`config.mk`:
```
export PLATFORM = sky130hd
export DESIGN_NAME = msort_ctrl
export DESIGN_NICKNAME = d
export VERILOG_FILES = /design/src/rtl/msort_pkg.sv /design/src/rtl/msort_ctrl.sv
export SDC_FILE = /design/constraint.sdc
export NUM_CORES = 1
export LEC_CHECK = 0
export BUFFER_PORTS_ARGS = -buffer_cell sky130_fd_sc_hd__buf_2
export CORE_AREA = 2 2 39 41
export DETAILED_ROUTE_END_ITERATION = 10
export DIE_AREA = 0 0 41 43
export GPL_ROUTABILITY_DRIVEN = 1
export GPL_TIMING_DRIVEN = 0
export SETUP_SLACK_MARGIN = 0.5
export SLEW_MARGIN = 15
export SYNTH_ARGS = -nofsm -noshare
export SYNTH_HDL_FRONTEND = slang
export SYNTH_SLANG_ARGS = --single-unit
```
`constraint.sdc`:
```
create_clock -name i_clk -period 1.15 [get_ports i_clk]
set_clock_uncertainty 0.15 [all_clocks]
set_input_delay 0.115 -clock i_clk [delete_from_list [all_inputs] [get_ports i_clk]]
set_output_delay 0.115 -clock i_clk [all_outputs]
set_load 0.02 [all_outputs]
```
`src/rtl/msort_pkg.sv`:
```
// shared types and constants of the merge sort engine
// used by every rtl module of the block; depends on nothing
package msort_pkg;

    localparam int MAX_ITEMS = 64;
    localparam int DATA_W    = 32;
    localparam int ADDR_W    = $clog2(MAX_ITEMS);
    localparam int CNT_W     = $clog2(MAX_ITEMS + 1);
    localparam int PTR_W     = ADDR_W + 2;

    typedef logic [DATA_W-1:0] t_data;
    typedef logic [ADDR_W-1:0] t_addr;
    typedef logic [CNT_W-1:0]  t_cnt;
    typedef logic [PTR_W-1:0]  t_ptr;

    typedef enum logic [2:0] {
        S_IDLE,
        S_INIT,
        S_CHK,
        S_BLK,
        S_MERGE,
        S_NEXT,
        S_EMIT,
        S_FLUSH
    } t_state;

    typedef struct packed {
        logic load;
        logic sort_init;
        logic blk_init;
        logic merge;
        logic next_blk;
        logic emit;
        logic clear;
    } t_cmd;

    typedef struct packed {
        logic blk_end;
        logic run_end;
        logic sort_end;
        logic emit_end;
    } t_sts;

endpackage

```
`src/rtl/msort_ctrl.sv`:
```
// controller of the merge sort engine: load, merge passes and emission sequencing
// depends on msort_pkg; drives the datapath through t_cmd, watches t_sts
module msort_ctrl import msort_pkg::*; (
    input  logic i_clk,
    input  logic i_rst_n,
    input  logic i_start,
    input  logic i_last,
    input  t_sts i_sts,
    output t_cmd o_cmd,
    output logic o_busy
);

    t_state r_state;
    t_state n_state;

    always_ff @(posedge i_clk) begin
        if (!i_rst_n) begin
            r_state <= S_IDLE;
        end else begin
            r_state <= n_state;
        end
    end

    always_comb begin
        n_state = r_state;
        unique case (r_state)
            S_IDLE: begin
                if (i_start && i_last) begin
                    n_state = S_INIT;
                end
            end
            S_INIT:  n_state = S_CHK;
            S_CHK: begin
                n_state = i_sts.sort_end ? S_EMIT : S_BLK;
            end
            S_BLK:   n_state = S_MERGE;
            S_MERGE: begin
                if (i_sts.blk_end) begin
                    n_state = S_NEXT;
                end
            end
            S_NEXT: begin
                n_state = i_sts.run_end ? S_CHK : S_BLK;
            end
            S_EMIT: begin
                if (i_sts.emit_end) begin
                    n_state = S_FLUSH;
                end
            end
            S_FLUSH: n_state = S_IDLE;
            default: n_state = S_IDLE;
        endcase
    end

    always_comb begin
        o_cmd  = '0;
        o_busy = (r_state != S_IDLE);
        unique case (r_state)
            S_IDLE:  o_cmd.load      = i_start;
            S_INIT:  o_cmd.sort_init = 1'b1;
            S_CHK:   o_cmd           = '0;
            S_BLK:   o_cmd.blk_init  = 1'b1;
            S_MERGE: o_cmd.merge     = 1'b1;
            S_NEXT:  o_cmd.next_blk  = 1'b1;
            S_EMIT:  o_cmd.emit      = 1'b1;
            S_FLUSH: o_cmd.clear     = 1'b1;
            default: o_cmd           = '0;
        endcase
    end

endmodule

```
### After elaboration in Yosys (flattened, before gate mapping)

Index checks and enable logic that the tools add are counted.

| operators by class | value |
|---|---|
| eq/ne operators | 10 |
| mux-type cells | 13 |
| reductions and logical operators | 4 |

Operators with widths:

| kind | count |
|---|---|
| 3-bit one-hot mux with 8 select lines | 1 |
| 3-bit == test, second input constant | 4 |
| 3-bit two-way mux | 4 |
| 1-bit two-way mux | 8 |
| 3-bit by 2-bit == test with 1-bit output, second input constant | 2 |
| 2-bit != test, second input constant | 3 |
| 3-bit by 1-bit == test with 1-bit output, second input constant | 1 |
| 3-bit logical NOT | 1 |
| 3-bit AND reduction | 1 |
| 3-bit nonzero test | 1 |
| 1-bit logical AND | 1 |

| word-level totals | value |
|---|---|
| register bits after elaboration | 3 |
| input port bits | 8 |

### Longest topological paths before layout

| logic depth | value |
|---|---|
| word-level depth | 3 |
| depth in mapped cells | 4 |

### Worst setup path after synthesis

Ideal clock, no wire load.

| timing path | value |
|---|---|
| path type | register to output |
| start | reg r_state[1] |
| end | out o_cmd[6] in the netlist's numbering |
| arrival time | 1063 ps |
| required time | 885 ps |
| setup slack | -178 ps |
| stages on the path, launching flop included | 4 |
| buffers on the path | 1 |
| path through | dfxtp_1 > buf_6 > or3_4 > nor2_2 |

RTL lines:

| what | line | source |
|---|---|---|
| start, declared | msort_ctrl.sv:13 | `t_state r_state;` |
| start signal, assigned | msort_ctrl.sv:20 | `r_state <= n_state;` |
| end, declared | msort_ctrl.sv:9 | `output t_cmd o_cmd,` |

==> results.json <==
{
  "status": "finished with violations",
  "violations": "negative hold slack, negative setup slack",
  "clock-root-buffer": "clkbuf_4",
  "reg2reg_setup_slack_ns": -0.09,
  "syn_inst": 29,
  "maxCapViolations": 0,
  "slowest_stage": "or3_4",
  "crit_path_frequent_cell": "buf_6",
  "setup_ws_ns": -0.341,
  "tightest_slew_ns": 0.177,
  "regMostFlops": "r_state",
  "grt_pass1_wl_um": 1000,
  "min_period_ns": 1.49,
  "r2r-end": "r_state[0]",
  "start_util": 0.165,
  "synth-seq-cells": 3,
  "clock_path_buffers": 2,
  "ys_seq_area_frac": 0.264,
  "grt_max_degree": 11,
  "synth_warnings": 0,
  "ff2ff_path_depth": 5,
  "max_freq_mhz": 671,
  "final_common_cell": "buf_2",
  "final_hold_viol_count": 2,
  "drt-pass1-iter-count": 1,
  "cts_max_level": 1,
  "crit_type": "reg -> out",
  "worst_ir_drop_vdd_uv": 844,
  "final-max-slew-violation-count": 0,
  "postRouteWirelength_um": 578,
  "powerDensity_nw_per_um2": 2660,
  "slew_headroom": 0.881,
  "routabilityCongestion": 0.724,
  "final_cell_mix": "buf_2, buf_4",
  "top_regs": "r_state x3",
  "start_kind": "flip-flop",
  "grt_pass1_vias": 279,
  "critPathBufInv": 2,
  "worstPathMaxFanout": 2,
  "synth_nets": 37,
  "max_stage_delay_ns": 0.38,
  "design_area_um2": 422,
  "portBuffers": 15,
  "vias": 267,
  "largest_reg_flops": 3,
  "p_leak_nw": 0.206,
  "coreArea_um2": 1380,
  "drive_gt1_frac": 0.714,
  "hold_slack_ns": -0.0415,
  "fp-row-count": 14,
  "numCtsBuffers": 3,
  "place_area_um2": 354,
  "regArea_um2": 63.8,
  "die-area_um2": 1760,
  "drt-initial-drc-count": 0,
  "clkLatencyLatePin_ns": 0.23,
  "fillCellCount": 158,
  "hold_path_class": "in -> reg",
  "clock_sinks": 3,
  "finalNetCount": 58,
  "dp.cells": 60,
  "antenna_cells": 0,
  "setup_tns_ns": -2.11,
  "ant_nets": 0,
  "grt_setup_unrepaired": "true",
  "r2r-start": "r_state[1]",
  "syn_to_final_growth_pct": 85.2,
  "timing.critical_path.cells": "buf_6 > or3_4 > nor2_4 > buf_6",
  "syn_area_per_cell_um2": 7.85,
  "synth_cell_types": 19,
  "avgViaCountPerCell": 4.11,
  "endpoint": "o_cmd[6]",
  "end_kind": "primary output",
  "clk_pin_slew_ns": 0.04,
  "timing.final.crit_share": 1.30,
  "crit_cells": 4,
  "grt_antenna_before_repair": 0,
  "required_ns": 0.88,
  "grt-ovfl-total": 0,
  "die_h_um": 43,
  "cp-startpoint": "r_state[1]",
  "setup_violations": 10,
  "stdcell_count": 65,
  "cp.arrival_ns": 1.23,
  "die_w_um": 41,
  "syn_area_um2": 228,
  "critPathTopFamily": "simple AND/OR/NAND/NOR gates",
  "wl_per_cell_um": 8.89,
  "cts_tree": "built",
  "place_hpwl_um": 425,
  "ios": 16,
  "multi_input_area_um2": 178,
  "drc": 0,
  "grtUsageTotal": 0.0853,
  "dp_slack_ns": -0.176
}
==> Yosys cell counts <==
cell type	number	share of area
and4b_1	1	0.044
xor2_1	1	0.038
or3_4	1	0.049
o21ai_0	5	0.11
and2_1	2	0.055
and3_2	2	0.066
buf_6	1	0.049
buf_2	1	0.022
nand2_1	2	0.033
nor3_1	1	0.022
nor2_2	1	0.027
a211oi_1	1	0.033
nor2_1	1	0.016
mux2i_1	1	0.044
nor2b_1	1	0.027
inv_1	1	0.016
dfxtp_1	3	0.26
inv_2	1	0.016
nor3b_1	2	0.066
==> metrics by stage <==
stage          total power, mW   util
2_1_floorplan            0.692      -
3_3_place_gp             0.829  0.256
3_5_place_dp             0.838  0.256
4_1_cts                   1.12  0.302
5_1_grt                   1.23  0.305
6_report                  1.12  0.305
==> per-layer routing <==
| layer | global-route usage | share of wire | wire length, µm | vias to the layer above |
|---|---|---|---|---|
| met5 | 0 | 0 | 0 | - |
| met4 | 0.0600 | 0 | 0 | 0 |
| met3 | 0.0314 | 0.050 | 29 | 0 |
| met2 | 0.134 | 0.51 | 294 | 7 |
| met1 | 0.0865 | 0.44 | 254 | 119 |
| li1 | - | - | - | 141 |
==> timing repair <==
item                                   4_1_cts  5_1_grt
endpoints found under the hold margin        2        2
setup endpoints to repair                   11       11
pin swaps                                    3        0
gates cloned                                 0        0
resized for setup                           12        2
buffers inserted                             1        0
==> power by group <==
part / total [mW] / internal (mW) / switching, mW
sequential: 0.217 / 0.160 / 0.0572
combinational: 0.721 / 0.354 / 0.366
clock: 0.183 / 0.130 / 0.0530
total: 1.12 / 0.644 / 0.477
==> kinds of logic (layout without fill, tap and decap cells) <==
logic type,count (synthesis),after routing,share of synthesized area
multiplexers,1,1,0.0440
XOR/XNOR,1,1,0.0385
flip-flops,3,3,0.264
AND/OR/NAND/NOR,14,14,0.407
buffers and inverters,4,24,0.104
AO/OA/AOI/OAI,6,6,0.143
==> worst min-delay path by stage <==
stage                       endpoint    start  slack [ns]  depth (start not counted)
after global routing      r_state[1]  i_rst_n       -0.04                          2
after CTS                 r_state[2]  i_rst_n       -0.05                          2
final                     r_state[2]  i_rst_n       -0.04                          2
after global placement    r_state[2]  i_rst_n        0.20                          2
after detailed placement  r_state[2]  i_rst_n        0.19                          2
after floorplan           r_state[2]  i_rst_n        0.09                          1
==> area by class of cell <==
class	count	share of cell area
Buffer	2	0.0534
Timing Repair Buffer	16	0.246
Sequential cell	3	0.151
Clock buffer	4	0.0623
Tap cell	16	0.0475
Multi-Input combinational cell	22	0.421
Inverter	2	0.0178
Note: power is estimated with default switching activity, not from simulation.
